[config.mk]
export PLATFORM = sky130hd
export DESIGN_NAME = bitbang_i2c_master
export DESIGN_NICKNAME = d
export VERILOG_FILES = /design/src/i2cm_pkg.sv /design/src/i2cm_in_stage.sv /design/src/i2cm_fsm.sv /design/src/i2cm_out_stage.sv /design/src/bitbang_i2c_master.sv
export SDC_FILE = /design/constraint.sdc
export NUM_CORES = 1
export LEC_CHECK = 0
export BUFFER_PORTS_ARGS = -buffer_cell sky130_fd_sc_hd__clkbuf_2
export CAP_MARGIN = 25
export CORE_MARGIN = 4
export CORE_UTILIZATION = 50
export CTS_CLUSTER_SIZE = 8
export DETAILED_ROUTE_END_ITERATION = 8
export PLACE_DENSITY = 0.75
export SLEW_MARGIN = 40
export SYNTH_ARGS = -nofsm -noshare
export SYNTH_HDL_FRONTEND = slang
export SYNTH_SLANG_ARGS = --single-unit
[constraint.sdc]
create_clock -name clk -period 4.5 [get_ports clk]
set_clock_uncertainty 0.1 [all_clocks]
set_input_delay 0.225 -clock clk [delete_from_list [all_inputs] [get_ports clk]]
set_output_delay 0.225 -clock clk [all_outputs]
set_load 0.03 [all_outputs]
[src/i2cm_pkg.sv]
// ----------------------------------------------------------------------------
// I2C master package
// Word types, action codes, phase encoding and register indexes shared by
// the bit-banged I2C master modules.
// ----------------------------------------------------------------------------
package i2cm_pkg;

    localparam int CFG_INDEX_W = 1;
    localparam int CFG_DATA_W  = 4;

    localparam logic [3:0] WRITE_ACK_TRIES_RESET = 4'd10;
    localparam logic [3:0] READ_ACK_TRIES_RESET  = 4'd4;

    localparam logic [CFG_INDEX_W-1:0] CFG_WRITE_ACK_TRIES = 1'd0;
    localparam logic [CFG_INDEX_W-1:0] CFG_READ_ACK_TRIES  = 1'd1;

    localparam logic [3:0] BITS_PER_BYTE = 4'd8;

    typedef enum logic [1:0] {
        ACT_TICK     = 2'd0,
        ACT_START_WR = 2'd1,
        ACT_START_RD = 2'd2,
        ACT_RESERVED = 2'd3
    } action_t;

    typedef enum logic [1:0] {
        STATUS_OK       = 2'd0,
        STATUS_ADDR_NAK = 2'd1,
        STATUS_DATA_NAK = 2'd2,
        STATUS_SPARE    = 2'd3
    } status_t;

    typedef enum logic [4:0] {
        PH_IDLE      = 5'd0,
        PH_START1    = 5'd1,
        PH_START2    = 5'd2,
        PH_ABIT_LOW  = 5'd3,
        PH_ABIT_HIGH = 5'd4,
        PH_AACK_LOW  = 5'd5,
        PH_AACK_HIGH = 5'd6,
        PH_DBIT_LOW  = 5'd7,
        PH_DBIT_HIGH = 5'd8,
        PH_DACK_LOW  = 5'd9,
        PH_DACK_HIGH = 5'd10,
        PH_RBIT_LOW  = 5'd11,
        PH_RBIT_HIGH = 5'd12,
        PH_MACK_LOW  = 5'd13,
        PH_MACK_HIGH = 5'd14,
        PH_STOP1     = 5'd15,
        PH_STOP2     = 5'd16,
        PH_STOP3     = 5'd17
    } phase_t;

    typedef struct packed {
        logic [1:0] action;
        logic [6:0] dev_address;
        logic [7:0] byte_count;
        logic [7:0] tx_byte;
        logic       sda_in;
    } i2cm_in_t;

    typedef struct packed {
        logic       scl_low;
        logic       sda_low;
        logic       tx_taken;
        logic       rx_valid;
        logic [7:0] rx_byte;
        logic       done_res;
        logic [1:0] status;
        logic       busy_res;
    } i2cm_out_t;

endpackage

[src/i2cm_in_stage.sv]
// ----------------------------------------------------------------------------
// I2C master input register
// Holds one accepted tick word until the sequencer consumes it.
// ----------------------------------------------------------------------------
module i2cm_in_stage (
    input  logic              clk,
    input  logic              rst_n,
    input  logic              in_valid,
    output logic              in_ready,
    input  i2cm_pkg::i2cm_in_t in_data,
    input  logic              advance,
    output logic              item_valid,
    output i2cm_pkg::i2cm_in_t item
);
    import i2cm_pkg::*;

    logic     valid_reg;
    logic     valid_next;
    i2cm_in_t data_reg;

    // The held word leaves when the result stage can take its result.
    assign in_ready   = !valid_reg || advance;
    assign valid_next = in_valid ? 1'b1 : (valid_reg && !advance);

    always_ff @(posedge clk or negedge rst_n)
    begin
        if (!rst_n)
        begin
            valid_reg <= 1'b0;
        end
        else
        begin
            valid_reg <= valid_next;
        end
    end

    always_ff @(posedge clk)
    begin
        if (in_valid && in_ready)
        begin
            data_reg <= in_data;
        end
    end

    assign item_valid = valid_reg;
    assign item       = data_reg;

endmodule

[src/i2cm_fsm.sv]
// ----------------------------------------------------------------------------
// I2C master sequencer
// Phase state machine that advances one half-bit phase per tick word and
// forms the pin levels and report fields of that tick.
// ----------------------------------------------------------------------------
module i2cm_fsm (
    input  logic               clk,
    input  logic               rst_n,
    input  logic               step,
    input  i2cm_pkg::i2cm_in_t item,
    input  logic [3:0]         write_ack_tries,
    input  logic [3:0]         read_ack_tries,
    output i2cm_pkg::i2cm_out_t result
);
    import i2cm_pkg::*;

    phase_t     phase_reg,      phase_next;
    logic       is_read_reg,    is_read_next;
    logic [7:0] shift_reg,      shift_next;
    logic [3:0] bit_index_reg,  bit_index_next;
    logic [7:0] bytes_left_reg, bytes_left_next;
    logic [3:0] try_count_reg,  try_count_next;
    logic [1:0] error_code_reg, error_code_next;

    logic [3:0] try_inc;
    logic [3:0] ack_limit;
    logic       ack_fail;
    logic       ack_ok;
    logic [3:0] bit_inc;
    logic [7:0] rx_shift;
    logic       starting;

    // Shared terms of the acknowledge check and the bit counters.
    always_comb
    begin
        try_inc   = try_count_reg + 4'd1;
        ack_limit = (phase_reg == PH_AACK_HIGH && is_read_reg) ? read_ack_tries
                                                               : write_ack_tries;
        ack_fail  = (try_inc == ack_limit);
        ack_ok    = !ack_fail && !item.sda_in;
        bit_inc   = bit_index_reg + 4'd1;
        rx_shift  = {shift_reg[6:0], item.sda_in};
        starting  = (item.action == ACT_START_WR) || (item.action == ACT_START_RD);
    end

    // Next state.
    always_comb
    begin
        phase_next      = phase_reg;
        is_read_next    = is_read_reg;
        shift_next      = shift_reg;
        bit_index_next  = bit_index_reg;
        bytes_left_next = bytes_left_reg;
        try_count_next  = try_count_reg;
        error_code_next = error_code_reg;
        case (phase_reg)
            PH_IDLE:
            begin
                if (starting)
                begin
                    is_read_next    = (item.action == ACT_START_RD);
                    shift_next      = {item.dev_address, item.action == ACT_START_RD};
                    bytes_left_next = item.byte_count;
                    bit_index_next  = 4'd0;
                    try_count_next  = 4'd0;
                    error_code_next = STATUS_OK;
                    phase_next      = PH_START1;
                end
            end
            PH_START1:    phase_next = PH_START2;
            PH_START2:    phase_next = PH_ABIT_LOW;
            PH_ABIT_LOW:  phase_next = PH_ABIT_HIGH;
            PH_DBIT_LOW:  phase_next = PH_DBIT_HIGH;
            PH_ABIT_HIGH, PH_DBIT_HIGH:
            begin
                shift_next     = {shift_reg[6:0], 1'b0};
                bit_index_next = bit_inc;
                if (bit_inc >= BITS_PER_BYTE)
                begin
                    try_count_next = 4'd0;
                    phase_next     = (phase_reg == PH_ABIT_HIGH) ? PH_AACK_LOW : PH_DACK_LOW;
                end
                else
                begin
                    phase_next = (phase_reg == PH_ABIT_HIGH) ? PH_ABIT_LOW : PH_DBIT_LOW;
                end
            end
            PH_AACK_LOW:  phase_next = PH_AACK_HIGH;
            PH_DACK_LOW:  phase_next = PH_DACK_HIGH;
            PH_RBIT_LOW:  phase_next = PH_RBIT_HIGH;
            PH_AACK_HIGH, PH_DACK_HIGH:
            begin
                try_count_next = try_inc;
                if (ack_fail)
                begin
                    error_code_next = (phase_reg == PH_AACK_HIGH) ? STATUS_ADDR_NAK
                                                                  : STATUS_DATA_NAK;
                    phase_next = PH_STOP1;
                end
                else if (!ack_ok)
                begin
                    phase_next = (phase_reg == PH_AACK_HIGH) ? PH_AACK_LOW : PH_DACK_LOW;
                end
                else if (bytes_left_reg == 8'd0)
                begin
                    phase_next = PH_STOP1;
                end
                else if (phase_reg == PH_AACK_HIGH && is_read_reg)
                begin
                    bit_index_next = 4'd0;
                    shift_next     = 8'd0;
                    phase_next     = PH_RBIT_LOW;
                end
                else
                begin
                    // The next write byte is loaded here and reported as taken.
                    shift_next      = item.tx_byte;
                    bytes_left_next = bytes_left_reg - 8'd1;
                    bit_index_next  = 4'd0;
                    phase_next      = PH_DBIT_LOW;
                end
            end
            PH_RBIT_HIGH:
            begin
                shift_next     = rx_shift;
                bit_index_next = bit_inc;
                if (bit_inc >= BITS_PER_BYTE)
                begin
                    bytes_left_next = bytes_left_reg - 8'd1;
                    phase_next      = PH_MACK_LOW;
                end
                else
                begin
                    phase_next = PH_RBIT_LOW;
                end
            end
            PH_MACK_LOW:  phase_next = PH_MACK_HIGH;
            PH_MACK_HIGH:
            begin
                if (bytes_left_reg == 8'd0)
                begin
                    phase_next = PH_STOP1;
                end
                else
                begin
                    bit_index_next = 4'd0;
                    shift_next     = 8'd0;
                    phase_next     = PH_RBIT_LOW;
                end
            end
            PH_STOP1:     phase_next = PH_STOP2;
            PH_STOP2:     phase_next = PH_STOP3;
            PH_STOP3:     phase_next = PH_IDLE;
            default:      phase_next = PH_IDLE;
        endcase
    end

    // Outputs of the tick: pin levels belong to the phase on entry.
    always_comb
    begin
        result          = '0;
        result.busy_res = (phase_next != PH_IDLE);
        case (phase_reg)
            PH_START1:
            begin
                result.sda_low = 1'b1;
            end
            PH_START2, PH_STOP1:
            begin
                result.scl_low = 1'b1;
                result.sda_low = 1'b1;
            end
            PH_ABIT_LOW, PH_DBIT_LOW:
            begin
                result.scl_low = 1'b1;
                result.sda_low = !shift_reg[7];
            end
            PH_ABIT_HIGH, PH_DBIT_HIGH:
            begin
                result.sda_low = !shift_reg[7];
            end
            PH_AACK_LOW, PH_DACK_LOW, PH_RBIT_LOW:
            begin
                result.scl_low = 1'b1;
            end
            PH_AACK_HIGH, PH_DACK_HIGH:
            begin
                result.tx_taken = ack_ok && (bytes_left_reg != 8'd0)
                                  && !(phase_reg == PH_AACK_HIGH && is_read_reg);
            end
            PH_RBIT_HIGH:
            begin
                if (bit_inc >= BITS_PER_BYTE)
                begin
                    result.rx_valid = 1'b1;
                    result.rx_byte  = rx_shift;
                end
            end
            PH_MACK_LOW:
            begin
                result.scl_low = 1'b1;
                result.sda_low = (bytes_left_reg != 8'd0);
            end
            PH_MACK_HIGH:
            begin
                result.sda_low = (bytes_left_reg != 8'd0);
            end
            PH_STOP2:
            begin
                result.sda_low = 1'b1;
            end
            PH_STOP3:
            begin
                result.done_res = 1'b1;
                result.status   = error_code_reg;
            end
            default:
            begin
                result.scl_low = 1'b0;
            end
        endcase
    end

    always_ff @(posedge clk or negedge rst_n)
    begin
        if (!rst_n)
        begin
            phase_reg      <= PH_IDLE;
            is_read_reg    <= 1'b0;
            shift_reg      <= 8'd0;
            bit_index_reg  <= 4'd0;
            bytes_left_reg <= 8'd0;
            try_count_reg  <= 4'd0;
            error_code_reg <= 2'd0;
        end
        else if (step)
        begin
            phase_reg      <= phase_next;
            is_read_reg    <= is_read_next;
            shift_reg      <= shift_next;
            bit_index_reg  <= bit_index_next;
            bytes_left_reg <= bytes_left_next;
            try_count_reg  <= try_count_next;
            error_code_reg <= error_code_next;
        end
    end

endmodule

[src/i2cm_out_stage.sv]
// ----------------------------------------------------------------------------
// I2C master result register
// Holds one result word until the receiver takes it.
// ----------------------------------------------------------------------------
module i2cm_out_stage (
    input  logic                clk,
    input  logic                rst_n,
    input  logic                load_valid,
    input  i2cm_pkg::i2cm_out_t load_data,
    output logic                advance,
    output logic                out_valid,
    input  logic                out_ready,
    output i2cm_pkg::i2cm_out_t out_data
);
    import i2cm_pkg::*;

    logic      valid_reg;
    logic      valid_next;
    i2cm_out_t data_reg;

    // A new result may enter whenever the held one is gone or leaving now.
    assign advance    = !valid_reg || out_ready;
    assign valid_next = advance ? load_valid : valid_reg;

    always_ff @(posedge clk or negedge rst_n)
    begin
        if (!rst_n)
        begin
            valid_reg <= 1'b0;
        end
        else
        begin
            valid_reg <= valid_next;
        end
    end

    always_ff @(posedge clk)
    begin
        if (advance && load_valid)
        begin
            data_reg <= load_data;
        end
    end

    assign out_valid = valid_reg;
    assign out_data  = data_reg;

endmodule

[src/bitbang_i2c_master.sv]
// ----------------------------------------------------------------------------
// Bit-banged I2C master
// Seven-bit address I2C master that advances one half-bit phase per word.
// ----------------------------------------------------------------------------
// Each input word is one half-bit tick: it carries the sampled SDA level and
// may request a write or read transaction. Every accepted word yields exactly
// one result word with the SCL/SDA drive levels for that tick, write-byte
// consumption, received bytes and the completion status.
// A word passes an input register and then the phase logic into a result
// register, where its result is offered to the receiver. One word is
// accepted per cycle while the result side keeps up; throughput is set by
// the single phase register, which moves once per word.
// When the receiver stalls, the result register holds its word and the input
// register holds one more; in_ready drops only once both are full.
// Reset returns the sequencer to idle, empties both registers and loads the
// acknowledge retry limits with 10 (write) and 4 (read). The limits are
// written through the cfg channel, which is always ready; the user must
// write them only while idle, since the block itself does not enforce it.
// ----------------------------------------------------------------------------
module bitbang_i2c_master (
    input  logic                                clk,
    input  logic                                rst_n,
    input  logic                                in_valid,
    output logic                                in_ready,
    input  i2cm_pkg::i2cm_in_t                  in_data,
    output logic                                out_valid,
    input  logic                                out_ready,
    output i2cm_pkg::i2cm_out_t                 out_data,
    input  logic                                cfg_valid,
    output logic                                cfg_ready,
    input  logic [i2cm_pkg::CFG_INDEX_W-1:0]    cfg_index,
    input  logic [i2cm_pkg::CFG_DATA_W-1:0]     cfg_data
);
    import i2cm_pkg::*;

    logic      advance;
    logic      item_valid;
    i2cm_in_t  item;
    i2cm_out_t result;
    logic      step;

    logic [3:0] write_ack_tries_reg, write_ack_tries_next;
    logic [3:0] read_ack_tries_reg,  read_ack_tries_next;

    assign cfg_ready = 1'b1;

    always_comb
    begin
        write_ack_tries_next = write_ack_tries_reg;
        read_ack_tries_next  = read_ack_tries_reg;
        if (cfg_valid)
        begin
            case (cfg_index)
                CFG_WRITE_ACK_TRIES: write_ack_tries_next = cfg_data;
                CFG_READ_ACK_TRIES:  read_ack_tries_next  = cfg_data;
                default:             write_ack_tries_next = write_ack_tries_reg;
            endcase
        end
    end

    always_ff @(posedge clk or negedge rst_n)
    begin
        if (!rst_n)
        begin
            write_ack_tries_reg <= WRITE_ACK_TRIES_RESET;
            read_ack_tries_reg  <= READ_ACK_TRIES_RESET;
        end
        else
        begin
            write_ack_tries_reg <= write_ack_tries_next;
            read_ack_tries_reg  <= read_ack_tries_next;
        end
    end

    assign step = item_valid && advance;

    i2cm_in_stage u_in_stage (
        .clk        (clk),
        .rst_n      (rst_n),
        .in_valid   (in_valid),
        .in_ready   (in_ready),
        .in_data    (in_data),
        .advance    (advance),
        .item_valid (item_valid),
        .item       (item)
    );

    i2cm_fsm u_fsm (
        .clk             (clk),
        .rst_n           (rst_n),
        .step            (step),
        .item            (item),
        .write_ack_tries (write_ack_tries_reg),
        .read_ack_tries  (read_ack_tries_reg),
        .result          (result)
    );

    i2cm_out_stage u_out_stage (
        .clk        (clk),
        .rst_n      (rst_n),
        .load_valid (item_valid),
        .load_data  (result),
        .advance    (advance),
        .out_valid  (out_valid),
        .out_ready  (out_ready),
        .out_data   (out_data)
    );

endmodule

==> results of run 1 <==
-- power by group --
| group | switching, mW | internal (mW) |
|---|---|---|
| sequential | 0.252 | 0.985 |
| combinational | 0.655 | 0.441 |
| clock | 0.308 | 0.272 |
| total | 1.22 | 1.70 |
-- layout make-up --
type                            instances  area (um^2)  share of cell area
Sequential cell                        84         2320               0.458
Inverter                               10         37.5             0.00742
Clock buffer                            9          124              0.0245
Multi-Input combinational cell        278         1780               0.351
Tap cell                              105          131              0.0260
Clock inverter                          7         95.1              0.0188
Timing Repair Buffer                   85          581               0.115
-- synth_stat cells (2+ instances only) --
library cell,instances,area share
nand3_1,14,0.016
ha_1,5,0.015
nor4_2,2,0.0059
a21boi_0,2,0.0035
o22ai_1,2,0.0029
buf_4,3,0.0053
dfrtp_1,39,0.23
dfstp_2,3,0.019
nor3b_1,2,0.0035
inv_1,10,0.0088
nor3_1,9,0.011
a21oi_1,27,0.032
nand3b_1,2,0.0035
edfxtp_1,42,0.30
mux2_2,11,0.029
clkbuf_1,9,0.0079
nand2_1,36,0.032
o21a_1,2,0.0035
buf_2,5,0.0059
xor2_1,4,0.0082
nor2_1,36,0.032
nand2b_1,9,0.013
buf_6,3,0.0079
and2_1,4,0.0059
or3_1,3,0.0044
o21ai_0,25,0.029
a41oi_1,3,0.0062
nor2b_1,5,0.0074
a222oi_1,8,0.019
and3_1,13,0.019
nand4b_1,3,0.0062
a31oi_1,9,0.013
xnor2_1,2,0.0041
mux2i_1,4,0.0094
-- per-layer routing --
layer / wire length [um] / global-route usage
met5: 0 / 0
met3: 688 / 0.0438
met1: 3880 / 0.279
met2: 4630 / 0.313
met4: 128 / 0.0508
-- what timing repair did --
item,in CTS,in global routing
hold buffers,29,0
setup endpoints to repair,0,0
endpoints found under the hold margin,67,0
-- through the flow --
step	cells	instance area, um^2	utilization
final	578	5060	0.613
after global routing	578	5060	0.613
after CTS	578	5060	0.613
after detailed placement	533	4550	0.551
after global placement	533	4550	0.551
after floorplan	394	4250	-
-- how the worst max path moves through the flow --
stage / depth (start not counted) / end / slack (ns)
after global routing: 7 / u_fsm.phase_reg[3]$_DFFE_PN0P_ / 1.08
after detailed placement: 7 / u_fsm.bytes_left_reg[0]$_DFFE_PN0P_ / 1.45
after CTS: 7 / u_fsm.bytes_left_reg[0]$_DFFE_PN0P_ / 1.42
after global placement: 7 / u_fsm.error_code_reg[0]$_DFFE_PN0P_ / 1.55
after floorplan: 10 / u_fsm.bytes_left_reg[0]$_DFFE_PN0P_ / 1.96
final: 7 / u_fsm.bytes_left_reg[0]$_DFFE_PN0P_ / 1.37
-- logic make-up (layout without fill, tap and decap cells) --
logic type | Yosys count | count (layout) | share of synthesized area
AOI/OAI and AO/OA | 96 | 96 | 0.149
DFF | 84 | 84 | 0.545
and+or+nand+nor | 154 | 154 | 0.200
muxes | 15 | 15 | 0.0386
xor gates and xnor gates | 6 | 6 | 0.0124
buffers and inverters | 32 | 111 | 0.0380
adders and majority gates | 6 | 6 | 0.0171
other | 1 | 1 | 0.000882
-- cells in the final DEF, fill, tap and decap left out, types with 13 or more instances in the layout --
cell	n
a21oi_1	27
dlygate4sd3_1	29
edfxtp_1	42
o21ai_0	25
nand3_1	14
nor2_1	36
and3_1	13
nand2_1	36
dfrtp_1	38
clkbuf_2	52
-- critical path, cell delays in order, from the launching register on --
cell and delay (ns):
dfrtp_1 0.76, nor3b_4 0.61, a21boi_0 0.23, o21a_1 0.25
nor4_4 0.34, nand2_2 0.21, and2_1 0.27, a22o_1 0.24
==> flow_summary.html, run 1 <==
<table>
<tr><th>Metric</th><th>Value</th></tr>
<tr><th colspan="2">Status</th></tr>
<tr><td>Outcome</td><td>finished clean</td></tr>
<tr><th colspan="2">Clock tree</th></tr>
<tr><td>Number of buffers on the longest clock path</td><td>2</td></tr>
<tr><td>Clock Sinks</td><td>84</td></tr>
<tr><td>H-tree depth</td><td>3</td></tr>
<tr><td>Post-CTS Resized</td><td>0</td></tr>
<tr><td>Clock input transition at the sequential cells of the worst setup and hold paths</td><td>0.10 ns</td></tr>
<tr><td>Clock tree from TritonCTS</td><td>built</td></tr>
<tr><td>TritonCTS buffer count</td><td>9</td></tr>
<tr><td>Clock Tree Root</td><td>clkbuf_8</td></tr>
<tr><td>Later-pin clock latency in the skew report</td><td>0.36 ns</td></tr>
<tr><td>Setup fix buffers added after clock tree synthesis</td><td>0</td></tr>
<tr><th colspan="2">Min path</th></tr>
<tr><td>Classification of the worst-slack hold path</td><td>input port to register</td></tr>
<tr><td>Number of cells on the worst hold path</td><td>2</td></tr>
<tr><td>Hold wc startpoint</td><td>cfg_data[2]</td></tr>
<tr><td>WHS Endpoint</td><td>read_ack_tries_reg[2]$_DFFE_PN1P_</td></tr>
<tr><th colspan="2">Setup path</th></tr>
<tr><td>Number of cells on the worst reg-to-reg path</td><td>7</td></tr>
<tr><td>Critical Path Source Type</td><td>register</td></tr>
<tr><td>Critical path fanouts, max</td><td>22</td></tr>
<tr><td>Critical path endpoint category</td><td>register</td></tr>
<tr><td>Critical path data arrival time</td><td>around 3.3 ns</td></tr>
<tr><td>Required time worst endpoint</td><td>4.65 ns</td></tr>
<tr><td>Worst reg2reg setup slack</td><td>1.37 ns</td></tr>
<tr><td>Worst setup path startpoint</td><td>u_fsm.phase_reg[1]$_DFFE_PN0P_</td></tr>
<tr><td>Beginning of the worst register-to-register path</td><td>u_fsm.phase_reg[1]$_DFFE_PN0P_</td></tr>
<tr><td>Startpoint-to-endpoint class of the critical path</td><td>register to register</td></tr>
<tr><td>Reg-to-Reg End</td><td>u_fsm.bytes_left_reg[0]$_DFFE_PN0P_</td></tr>
<tr><th colspan="2">Synthesis</th></tr>
<tr><td>Number of flip-flops and latches in the synthesized netlist</td><td>84</td></tr>
<tr><td>Top FF cell, synth</td><td>edfxtp_1</td></tr>
<tr><td>Count of flip-flops with a built-in enable after synthesis</td><td>42</td></tr>
<tr><td>Synth warn</td><td>0</td></tr>
<tr><td>Cell area after technology mapping</td><td>4250 um^2</td></tr>
<tr><td>Sequential-to-total area share from yosys stat</td><td>0.545</td></tr>
<tr><td>Number of distinct library cell variants in the gate-level netlist after synthesis</td><td>72</td></tr>
<tr><td>Post-synthesis async set-or-reset flop share</td><td>0.500</td></tr>
<tr><td>Instance count of the mapped netlist</td><td>394</td></tr>
<tr><td>Syn nets</td><td>435</td></tr>
<tr><td>Mean instance size in the synthesized netlist</td><td>10.8 um^2</td></tr>
<tr><th colspan="2">Routing</th></tr>
<tr><td>Post-detailed-route count of antenna-violating nets</td><td>0</td></tr>
<tr><td>Post-Route WL</td><td>9320 um</td></tr>
<tr><td>Average wire per cell in the routed design</td><td>~16 um</td></tr>
<tr><td>Number of DRC violations after detailed-routing iteration 0</td><td>between 200 and 300</td></tr>
<tr><td>Remaining design rule violation count</td><td>0</td></tr>
<tr><td>Via density</td><td>5.80</td></tr>
<tr><td>Via Count</td><td>3350</td></tr>
<tr><td>DRT Pass-1 Iters</td><td>5</td></tr>
<tr><th colspan="2">Layout</th></tr>
<tr><td>Layout fillers</td><td>659</td></tr>
<tr><td>Antenna diode count</td><td>0</td></tr>
<tr><td>Flip-flop count of the largest register after layout</td><td>26</td></tr>
<tr><td>Area growth syn-to-layout</td><td>19.0%</td></tr>
<tr><td>Fraction of layout instances using a drive strength above 1</td><td>0.220</td></tr>
<tr><td>Number of nets in the final layout</td><td>509</td></tr>
<tr><th colspan="2">Timing</th></tr>
<tr><td>Min cycle time layout</td><td>3.13 ns</td></tr>
<tr><td>Setup repair after global routing missed its margin</td><td>false</td></tr>
<tr><td>Worst-case setup margin in the final layout</td><td>1.37 ns</td></tr>
<tr><td>Fin. Hold Viols</td><td>0</td></tr>
<tr><td>Final Slew Violations</td><td>0</td></tr>
<tr><td>F_max</td><td>between 300 and 400 MHz</td></tr>
<tr><td>Relative slew slack</td><td>0.498</td></tr>
<tr><td># setup viols final</td><td>0</td></tr>
<tr><td>Hold slack final</td><td>0.0109 ns</td></tr>
<tr><td>Setup TNS after final layout</td><td>0 ns</td></tr>
<tr><td>Slew at the pin closest to its max-slew limit</td><td>0.747 ns</td></tr>
<tr><td>Final cycle utilization of the critical path</td><td>0.696</td></tr>
<tr><th colspan="2">Floorplanning</th></tr>
<tr><td>Ports</td><td>55</td></tr>
<tr><td>Core region area</td><td>8260 um^2</td></tr>
<tr><td>Initial cell density of the core</td><td>0.515</td></tr>
<tr><td>Floorplan die width</td><td>100 um</td></tr>
<tr><td>Full die area</td><td>10000 um^2</td></tr>
<tr><td>Height of the die</td><td>100 um</td></tr>
<tr><td>Std cell rows</td><td>33</td></tr>
<tr><th colspan="2">Power and ir drop</th></tr>
<tr><td>Leak pwr</td><td>slightly above 2 nW</td></tr>
<tr><td>Cell area power density</td><td>576 nW/um^2</td></tr>
<tr><td>Worst supply voltage drop on vdd</td><td>about 0.36 mV</td></tr>
<tr><td>Overall power</td><td>around 2.9 mW</td></tr>
<tr><th colspan="2">Placed design</th></tr>
<tr><td>Total of buffers placed on input and output ports</td><td>53</td></tr>
<tr><td>Gp weighted congestion</td><td>0.844</td></tr>
<tr><td>Setup slack after placement</td><td>1.45 ns</td></tr>
<tr><td>Final HPWL DP</td><td>between 5000 and 6000 um</td></tr>
<tr><th colspan="2">Flow run</th></tr>
<tr><td>Max Cap Violations</td><td>0</td></tr>
<tr><th colspan="2">Global routing</th></tr>
<tr><td>Overall track demand over capacity in global routing</td><td>0.198</td></tr>
<tr><td>Wire length of the first global-routing pass</td><td>16000 um</td></tr>
<tr><td>Vias in the first global route</td><td>3172</td></tr>
<tr><td>Antenna violations before repair</td><td>0</td></tr>
<tr><td>Remaining Overflow, GRT</td><td>0</td></tr>
<tr><td>Maximum number of pins on one net before global-route repair</td><td>43</td></tr>
</table>
(Power assumes the default switching activity.)
==> inputs of run 2 (changes only) <==
--- a/config.mk
+++ b/config.mk
@@ -5,6 +5,7 @@
 export SDC_FILE = /design/constraint.sdc
 export NUM_CORES = 1
 export LEC_CHECK = 0
+export ABC_AREA = 1
 export BUFFER_PORTS_ARGS = -buffer_cell sky130_fd_sc_hd__clkbuf_2
 export CAP_MARGIN = 25
 export CORE_MARGIN = 4
==> constraint.sdc (replaced) <==
create_clock -name clk -period 3.1 [get_ports clk]
set_clock_uncertainty 0.1 [all_clocks]
set_input_delay 0.155 -clock clk [delete_from_list [all_inputs] [get_ports clk]]
set_output_delay 0.155 -clock clk [all_outputs]
set_load 0.03 [all_outputs]
==> run 2 against run 1 <==
  * Flip-flop and latch count did not move
  * Sequential power up 31%
  * Critical path depth up 8
  * Critical endpoint is now u_fsm.shift_reg[0]$_DFFE_PN0P_
  * Highest routed layer unchanged
==> flow_summary.html, run 2 <==
<table>
<tr><th>Metric</th><th>Value</th></tr>
<tr><th colspan="2">Setup path</th></tr>
<tr><td>Critical Path Source Type</td><td>register</td></tr>
<tr><td>Critical path data arrival time</td><td>2.52 ns</td></tr>
<tr><td>Critical path fanouts, max</td><td>21</td></tr>
<tr><td>Number of cells on the worst reg-to-reg path</td><td>15</td></tr>
<tr><td>Required time worst endpoint</td><td>3.29 ns</td></tr>
<tr><td>Startpoint-to-endpoint class of the critical path</td><td>register to register</td></tr>
<tr><td>Reg-to-Reg End</td><td>u_fsm.shift_reg[0]$_DFFE_PN0P_</td></tr>
<tr><td>Beginning of the worst register-to-register path</td><td>u_fsm.phase_reg[0]$_DFFE_PN0P_</td></tr>
<tr><td>Worst reg2reg setup slack</td><td>slightly below 0.8 ns</td></tr>
<tr><td>Critical path endpoint category</td><td>register</td></tr>
<tr><th colspan="2">Layout</th></tr>
<tr><td>Area of all placed cells without fillers</td><td>5120 um^2</td></tr>
<tr><td>Most common cell after layout, fill and taps aside</td><td>nand2_1</td></tr>
<tr><td>Antenna diode count</td><td>0</td></tr>
<tr><td>Layout fillers</td><td>just over 700</td></tr>
<tr><td>Area growth syn-to-layout</td><td>20.1%</td></tr>
<tr><td>Commonest non-fill, non-tap cells in the layout</td><td>nand2_1, clkbuf_2, inv_1, edfxtp_1, dfrtp_1</td></tr>
<tr><td>Fraction of layout instances using a drive strength above 1</td><td>0.247</td></tr>
<tr><td>Area used by multi-input combinational logic</td><td>1630 um^2</td></tr>
<tr><td>Number of nets in the final layout</td><td>583</td></tr>
<tr><td>Footprint of the flip-flops and latches</td><td>roughly 2300 um^2</td></tr>
<tr><td>Flip-flop count of the largest register after layout</td><td>26</td></tr>
<tr><th colspan="2">Routing</th></tr>
<tr><td>Via density</td><td>around 5.2</td></tr>
<tr><td>Via Count</td><td>3374</td></tr>
<tr><td>Average wire per cell in the routed design</td><td>14.5 um</td></tr>
<tr><td>Remaining design rule violation count</td><td>0</td></tr>
<tr><td>Post-Route WL</td><td>9480 um</td></tr>
<tr><td>Post-detailed-route count of antenna-violating nets</td><td>0</td></tr>
<tr><td>Number of DRC violations after detailed-routing iteration 0</td><td>roughly 220</td></tr>
<tr><td>DRT Pass-1 Iters</td><td>9</td></tr>
<tr><th colspan="2">Floorplanning</th></tr>
<tr><td>Initial cell density of the core</td><td>0.516</td></tr>
<tr><td>Floorplan die width</td><td>between 100 and 150 um</td></tr>
<tr><td>Ports</td><td>55</td></tr>
<tr><td>Core region area</td><td>about 8300 um^2</td></tr>
<tr><td>Std cell rows</td><td>33</td></tr>
<tr><td>Full die area</td><td>10100 um^2</td></tr>
<tr><td>Height of the die</td><td>100 um</td></tr>
<tr><th colspan="2">Synthesis</th></tr>
<tr><td>Syn nets</td><td>491</td></tr>
<tr><td>Instance count of the mapped netlist</td><td>450</td></tr>
<tr><td>Leading cell types by total area after synthesis</td><td>edfxtp_1, dfrtp_1, nand2_1</td></tr>
<tr><td>Top FF cell, synth</td><td>edfxtp_1</td></tr>
<tr><td>Number of flip-flops and latches in the synthesized netlist</td><td>84</td></tr>
<tr><td>Count of flip-flops with a built-in enable after synthesis</td><td>42</td></tr>
<tr><td>Largest area contributor in the synthesized netlist</td><td>edfxtp_1</td></tr>
<tr><td>Cell types with the highest counts after synthesis</td><td>nand2_1, inv_1, edfxtp_1</td></tr>
<tr><td>Count leader, synth</td><td>nand2_1</td></tr>
<tr><td>Post-synthesis async set-or-reset flop share</td><td>0.500</td></tr>
<tr><td>Sequential-to-total area share from yosys stat</td><td>0.543</td></tr>
<tr><td>Synth warn</td><td>0</td></tr>
<tr><td>Mean instance size in the synthesized netlist</td><td>roughly 9.5 um^2</td></tr>
<tr><td>Area share of the leading cell type in the synthesized netlist</td><td>0.296</td></tr>
<tr><td>Cell area after technology mapping</td><td>4260 um^2</td></tr>
<tr><td>Number of distinct library cell variants in the gate-level netlist after synthesis</td><td>44</td></tr>
<tr><th colspan="2">Placed design</th></tr>
<tr><td>Final HPWL DP</td><td>6300 um</td></tr>
<tr><td>Total placed instance area</td><td>4600 um^2</td></tr>
<tr><td>Total of buffers placed on input and output ports</td><td>53</td></tr>
<tr><td>Gp weighted congestion</td><td>between 0.9 and 1</td></tr>
<tr><th colspan="2">Global routing</th></tr>
<tr><td>Maximum number of pins on one net before global-route repair</td><td>between 40 and 50</td></tr>
<tr><td>Wire length of the first global-routing pass</td><td>around 16000 um</td></tr>
<tr><td>Vias in the first global route</td><td>3342</td></tr>
<tr><td>Remaining Overflow, GRT</td><td>0</td></tr>
<tr><td>Overall track demand over capacity in global routing</td><td>0.201</td></tr>
<tr><td>Antenna violations before repair</td><td>0</td></tr>
<tr><th colspan="2">Clock tree</th></tr>
<tr><td>Clock Sinks</td><td>84</td></tr>
<tr><td>Clock tree from TritonCTS</td><td>built</td></tr>
<tr><td>Later-pin clock latency in the skew report</td><td>around 0.37 ns</td></tr>
<tr><td>Setup fix buffers added after clock tree synthesis</td><td>0</td></tr>
<tr><td>TritonCTS buffer count</td><td>9</td></tr>
<tr><td>Number of buffers on the longest clock path</td><td>2</td></tr>
<tr><td>Clock input transition at the sequential cells of the worst setup and hold paths</td><td>0.10 ns</td></tr>
<tr><td>Clock Tree Root</td><td>clkbuf_8</td></tr>
<tr><td>H-tree depth</td><td>3</td></tr>
<tr><th colspan="2">Flow run</th></tr>
<tr><td>Max Cap Violations</td><td>0</td></tr>
<tr><th colspan="2">Timing</th></tr>
<tr><td># setup viols final</td><td>0</td></tr>
<tr><td>Setup repair after global routing missed its margin</td><td>false</td></tr>
<tr><td>Fin. Hold Viols</td><td>0</td></tr>
<tr><td>F_max</td><td>429 MHz</td></tr>
<tr><td>Final Slew Violations</td><td>0</td></tr>
<tr><td>Slew at the pin closest to its max-slew limit</td><td>0.588 ns</td></tr>
<tr><td>Relative slew slack</td><td>0.608</td></tr>
<tr><td>Min cycle time layout</td><td>~2.3 ns</td></tr>
<tr><td>Setup TNS after final layout</td><td>0 ns</td></tr>
<tr><td>Final cycle utilization of the critical path</td><td>0.751</td></tr>
<tr><th colspan="2">Power and ir drop</th></tr>
<tr><td>Worst supply voltage drop on vdd</td><td>0.380 mV</td></tr>
<tr><td>Leak pwr</td><td>roughly 2.4 nW</td></tr>
<tr><td>Cell area power density</td><td>800 nW/um^2</td></tr>
<tr><th colspan="2">Min path</th></tr>
<tr><td>Hold wc startpoint</td><td>cfg_valid</td></tr>
<tr><td>Number of cells on the worst hold path</td><td>3</td></tr>
<tr><td>WHS Endpoint</td><td>read_ack_tries_reg[2]$_DFFE_PN1P_</td></tr>
<tr><td>Classification of the worst-slack hold path</td><td>input port to register</td></tr>
<tr><th colspan="2">Status</th></tr>
<tr><td>Outcome</td><td>finished clean</td></tr>
</table>
[run 2: changes by cell type after synthesis, moves of 8 or more]
| cell | delta |
|---|---|
| a21oi_1 | -13 |
| a222oi_1 | -8 |
| and3_1 | -13 |
| clkbuf_1 | -9 |
| inv_1 | +41 |
| inv_2 | +10 |
| mux2_2 | -10 |
| nand2_1 | +69 |
| nand2_2 | +14 |
| nand2b_1 | -9 |
| nand3_1 | +11 |
| o21ai_2 | +12 |
[run 2: kinds of logic (layout without fill, tap and decap cells)]
kind of cell	after synthesis	in the layout	synth area share
AO/OA/AOI/OAI	70	70	0.104
XOR/XNOR	10	10	0.0205
adder cells (fa/ha/maj)	5	5	0.0147
buffers and inverters	70	167	0.0739
flip-flops	84	84	0.543
multiplexers	3	3	0.00734
other	1	1	0.000879
AND/OR/NAND/NOR	207	207	0.236
[run 2: power breakdown]
| part | switching (mW) | internal (mW) | total (mW) |
|---|---|---|---|
| clock | 0.458 | 0.311 | 0.769 |
| combinational | 1.13 | 0.573 | 1.71 |
| sequential | 0.198 | 1.43 | 1.62 |
[run 2: critical path, stage by stage, from the launching register on]
cell and delay, ns:
dfrtp_1 0.43, inv_2 0.10, nand2_2 0.07, nor2_4 0.28, nand3_4 0.18, nand2_1 0.12, nand2_1 0.05, nand2_1 0.05
nand2_1 0.06, nor2_2 0.13, nand2_4 0.10, nand2_4 0.08, nand2_2 0.06, nand2_4 0.26, nand2_1 0.08, o21ai_1 0.08
[run 2: repair_timing]
| item | 4_1_cts | 5_1_grt |
|---|---|---|
| endpoints found under the hold margin | 75 | 0 |
| hold buffers | 34 | 0 |
| gates resized for setup | 0 | 0 |
[run 2: metal layers]
| metal | up-vias | global-route usage | wire (um) |
|---|---|---|---|
| met2 | 95 | 0.335 | 4790 |
| met4 | 0 | 0.0549 | 133 |
| met3 | 13 | 0.0459 | 493 |
| met1 | 1612 | 0.263 | 4060 |
| li1 | 1654 | - | - |
| met5 | - | 0 | 0 |
[run 2: metrics by stage]
step | utilization | instances | hold slack, ns | power, mW | setup slack (ns)
after floorplan | - | 450 | -0.241 | 2.95 | 0.885
after global placement | 0.556 | 602 | 0.232 | 3.24 | 0.828
after detailed placement | 0.557 | 602 | 0.129 | 3.28 | 0.815
after CTS | 0.620 | 652 | 0.0589 | 4.08 | 0.779
after global routing | 0.620 | 652 | 0.0948 | 4.39 | 0.571
final | 0.620 | 652 | 0.0676 | 4.10 | 0.771
[run 2: how the worst max path moves through the flow]
stage,slack [ns],startpoint,end
finish,0.77,u_fsm.phase_reg[0]$_DFFE_PN0P_,u_fsm.shift_reg[0]$_DFFE_PN0P_
global route,0.57,u_fsm.phase_reg[3]$_DFFE_PN0P_,u_out_stage.out_data[0]$_DFFE_PP_
CTS,0.78,u_fsm.phase_reg[0]$_DFFE_PN0P_,u_fsm.shift_reg[0]$_DFFE_PN0P_
detailed placement,0.82,u_fsm.phase_reg[3]$_DFFE_PN0P_,u_out_stage.out_data[0]$_DFFE_PP_
global placement,0.83,u_fsm.phase_reg[2]$_DFFE_PN0P_,u_out_stage.out_data[0]$_DFFE_PP_
floorplan,0.88,u_out_stage.out_valid$_DFFE_PN0P_,u_fsm.shift_reg[0]$_DFFE_PN0P_
[run 2: layout make-up]
cell class / instances / share of cell area
Inverter: 62 / 0.0454
Clock inverter: 7 / 0.0122
Clock buffer: 9 / 0.0242
Multi-Input combinational cell: 296 / 0.319
Timing Repair Buffer: 89 / 0.122
Tap cell: 105 / 0.0256
Sequential cell: 84 / 0.452
==> inputs of run 3 (changes only) <==
--- a/config.mk
+++ b/config.mk
@@ -5,14 +5,14 @@
 export SDC_FILE = /design/constraint.sdc
 export NUM_CORES = 1
 export LEC_CHECK = 0
-export ABC_AREA = 1
+export ABC_AREA = 0
 export BUFFER_PORTS_ARGS = -buffer_cell sky130_fd_sc_hd__clkbuf_2
 export CAP_MARGIN = 25
 export CORE_MARGIN = 4
 export CORE_UTILIZATION = 50
 export CTS_CLUSTER_SIZE = 8
 export DETAILED_ROUTE_END_ITERATION = 8
-export PLACE_DENSITY = 0.75
+export PLACE_DENSITY = 0.77
 export SLEW_MARGIN = 40
 export SYNTH_ARGS = -nofsm -noshare
 export SYNTH_HDL_FRONTEND = slang
==> constraint.sdc (replaced) <==
create_clock -name clk -period 1.95 [get_ports clk]
set_clock_uncertainty 0.1 [all_clocks]
set_input_delay 0.0975 -clock clk [delete_from_list [all_inputs] [get_ports clk]]
set_output_delay 0.0975 -clock clk [all_outputs]
set_load 0.03 [all_outputs]
==> run 3 against run 2 <==
  * The flow now finishes with violations (setup timing)
  * Die area down 0.28%
  * Power rose by 110%
  * Highest routed layer unchanged
  * Global-route usage grew 4.5 points
  * Critical path type unchanged
==> flow_summary.html, run 3 (synthesized netlist as in run 1, its figures left out) <==
<table>
<tr><th>Metric</th><th>Value</th></tr>
<tr><th colspan="2">Routing</th></tr>
<tr><td>Post-Route WL</td><td>11800 um</td></tr>
<tr><td>Via density</td><td>about 5.8</td></tr>
<tr><td>DR WL met2</td><td>6110 um</td></tr>
<tr><td>Via Count</td><td>3868</td></tr>
<tr><td>Top sig layer</td><td>met4</td></tr>
<tr><td>Met3 wire length</td><td>~800 um</td></tr>
<tr><td>Post-detailed-route count of antenna-violating nets</td><td>0</td></tr>
<tr><td>Remaining design rule violation count</td><td>0</td></tr>
<tr><td>Number of DRC violations after detailed-routing iteration 0</td><td>254</td></tr>
<tr><td>DRT Pass-1 Iters</td><td>6</td></tr>
<tr><td>Average wire per cell in the routed design</td><td>between 15 and 20 um</td></tr>
<tr><td>Routed metal-1 wire length</td><td>4600 um</td></tr>
<tr><th colspan="2">Timing</th></tr>
<tr><td>Relative slew slack</td><td>0.594</td></tr>
<tr><td>Min cycle time layout</td><td>2.40 ns</td></tr>
<tr><td>Worst-case setup margin in the final layout</td><td>-0.449 ns</td></tr>
<tr><td>Slew at the pin closest to its max-slew limit</td><td>0.607 ns</td></tr>
<tr><td>Hold slack final</td><td>0.0446 ns</td></tr>
<tr><td>Fin. Hold Viols</td><td>0</td></tr>
<tr><td>Final cycle utilization of the critical path</td><td>1.23</td></tr>
<tr><td># setup viols final</td><td>31</td></tr>
<tr><td>Final Slew Violations</td><td>0</td></tr>
<tr><td>F_max</td><td>around 420 MHz</td></tr>
<tr><td>Setup repair after global routing missed its margin</td><td>true</td></tr>
<tr><th colspan="2">Clock tree</th></tr>
<tr><td>Clock tree from TritonCTS</td><td>built</td></tr>
<tr><td>Clock Tree Root</td><td>clkbuf_8</td></tr>
<tr><td>H-tree depth</td><td>3</td></tr>
<tr><td>TritonCTS buffer count</td><td>9</td></tr>
<tr><td>Clock Sinks</td><td>84</td></tr>
<tr><td>Clock input transition at the sequential cells of the worst setup and hold paths</td><td>0.10 ns</td></tr>
<tr><td>Number of buffers on the longest clock path</td><td>2</td></tr>
<tr><td>Later-pin clock latency in the skew report</td><td>approximately 0.38 ns</td></tr>
<tr><th colspan="2">Setup path</th></tr>
<tr><td>Critical path fanouts, max</td><td>7</td></tr>
<tr><td>Required time worst endpoint</td><td>~2.1 ns</td></tr>
<tr><td>Top delay family on crit path</td><td>simple AND/OR/NAND/NOR gates</td></tr>
<tr><td>Series of cell instances along the critical path</td><td>or4_4, o311ai_4, nor2_2, nor4_4, nand2_2, and2_4, a22o_1</td></tr>
<tr><td>Critical Path Source Type</td><td>register</td></tr>
<tr><td>Startpoint-to-endpoint class of the critical path</td><td>register to register</td></tr>
<tr><td>Largest incremental delay on the critical path</td><td>0.59 ns</td></tr>
<tr><td>Critical path data arrival time</td><td>2.56 ns</td></tr>
<tr><td>Critical path endpoint category</td><td>register</td></tr>
<tr><td>Highest-delay cell along the critical path</td><td>or4_4</td></tr>
<tr><td>WP buf/inv</td><td>0</td></tr>
<tr><th colspan="2">Power and ir drop</th></tr>
<tr><td>Worst supply voltage drop on vdd</td><td>around 0.77 mV</td></tr>
<tr><td>Cell area power density</td><td>1390 nW/um^2</td></tr>
<tr><td>Leak pwr</td><td>roughly 2.5 nW</td></tr>
<tr><td>Overall power</td><td>8.48 mW</td></tr>
<tr><th colspan="2">Floorplanning</th></tr>
<tr><td>Initial cell density of the core</td><td>0.515</td></tr>
<tr><td>Floorplan die width</td><td>100 um</td></tr>
<tr><td>Height of the die</td><td>100 um</td></tr>
<tr><td>Core region area</td><td>8260 um^2</td></tr>
<tr><td>Ports</td><td>55</td></tr>
<tr><td>Std cell rows</td><td>33</td></tr>
<tr><td>Full die area</td><td>approximately 10000 um^2</td></tr>
<tr><th colspan="2">Layout</th></tr>
<tr><td>Area growth syn-to-layout</td><td>44.1%</td></tr>
<tr><td>Commonest non-fill, non-tap cells in the layout</td><td>buf_4, clkbuf_2, edfxtp_1, dfrtp_1, nand2_1</td></tr>
<tr><td>Most common cell after layout, fill and taps aside</td><td>buf_4</td></tr>
<tr><td>Flip-flop count of the largest register after layout</td><td>26</td></tr>
<tr><td>Count of non-filler cells in the finished layout</td><td>664</td></tr>
<tr><td>Antenna diode count</td><td>0</td></tr>
<tr><td>Fraction of layout instances using a drive strength above 1</td><td>0.438</td></tr>
<tr><td>Number of nets in the final layout</td><td>595</td></tr>
<tr><td>Area of all placed cells without fillers</td><td>6130 um^2</td></tr>
<tr><th colspan="2">Global routing</th></tr>
<tr><td>Overall track demand over capacity in global routing</td><td>0.246</td></tr>
<tr><td>Antenna violations before repair</td><td>0</td></tr>
<tr><td>Vias in the first global route</td><td>3930</td></tr>
<tr><td>Remaining Overflow, GRT</td><td>0</td></tr>
<tr><td>Wire length of the first global-routing pass</td><td>19100 um</td></tr>
<tr><td>Maximum number of pins on one net before global-route repair</td><td>27</td></tr>
<tr><th colspan="2">Flow run</th></tr>
<tr><td>Max Cap Violations</td><td>0</td></tr>
<tr><th colspan="2">Placed design</th></tr>
<tr><td>Number of placed instances with taps included</td><td>603</td></tr>
<tr><td>Total placed instance area</td><td>5230 um^2</td></tr>
<tr><td>Gp weighted congestion</td><td>around 0.91</td></tr>
<tr><td>Total of buffers placed on input and output ports</td><td>53</td></tr>
<tr><td>Final HPWL DP</td><td>7360 um</td></tr>
<tr><th colspan="2">Status</th></tr>
<tr><td>Outcome</td><td>complete, but fails checks</td></tr>
<tr><td>Violations in the final reports</td><td>setup timing</td></tr>
<tr><th colspan="2">Min path</th></tr>
<tr><td>Classification of the worst-slack hold path</td><td>input port to register</td></tr>
</table>
## run 3: changes by cell type in the layout (fill, tap and decap cells not counted), moves of 7 or more
cell      change
buf_4        +71
mux2_2        +9
inv_1        -44
a21oi_1       +7
o21ai_2       -9
a222oi_1      +8
and3_1       +10
o21ai_0       -9
nand2b_1      +9
inv_2         -7
nand3_1      -15
nand2_1      -71
nand2_2      -12
## run 3: layout make-up
type                    count  area [um^2]
fillers                   545         2130
inverters                  10         37.5
well taps                 105          131
clock buffers               9          124
clock inverters             7         66.3
flip-flops and latches     84         2320
multi-input cells         278         2130
repair buffers            171         1320
## run 3: per-layer routing
layer,vias to the layer above,track usage
li1,1781,-
met1,1881,0.309
met2,172,0.423
met3,34,0.0493
met4,0,0.0870
met5,-,0
## run 3: power breakdown
part           internal (mW)  leakage [nW]  total (mW)  switching, mW
registers               2.28         0.904        2.61          0.332
clock network          0.498        0.0922        1.25          0.752
logic                   2.16          1.51        4.62           2.46
total                   4.94          2.51        8.48           3.54
## run 3: timing repair
action                                  CTS  global route
buffers inserted                          7             5
endpoints found under the setup margin   34            34
pin swaps                                 7             7
endpoints found under the hold margin    57             0
hold buffers                             33             0
resized for setup                        44            26
## run 3: worst paths after layout
path / to / depth (start not counted) / start / slack (ns)
setup / recovery: u_fsm.bytes_left_reg[0]$_DFFE_PN0P_ / 7 / u_fsm.phase_reg[1]$_DFFE_PN0P_ / -0.45
hold / removal: read_ack_tries_reg[3]$_DFFE_PN0P_ / 3 / cfg_valid / 0.04
setup reg to reg: u_fsm.bytes_left_reg[0]$_DFFE_PN0P_ / 7 / u_fsm.phase_reg[1]$_DFFE_PN0P_ / -0.45
hold reg to reg: u_fsm.error_code_reg[0]$_DFFE_PN0P_ / 1 / u_fsm.error_code_reg[0]$_DFFE_PN0P_ / 0.40
max in group asynchronous: u_fsm.bytes_left_reg[2]$_DFFE_PN0P_ / 3 / rst_n / 1.08
min in group asynchronous: u_fsm.bytes_left_reg[1]$_DFFE_PN0P_ / 2 / rst_n / 0.15
## run 3: tightest hold or removal path, cell delays in order
cell	delay [ns]
clkbuf_2	0.09
nand2_1	0.14
mux2_2	0.17
## run 3: per-stage QoR
step	setup TNS (ns)	utilization	setup slack, ns
after floorplan	-7.39	-	-0.453
final	-10.33	0.742	-0.449
after global routing	-13.43	0.742	-0.526
after CTS	-9.99	0.720	-0.412
after global placement	-9.46	0.633	-0.396
after detailed placement	-11.14	0.633	-0.444
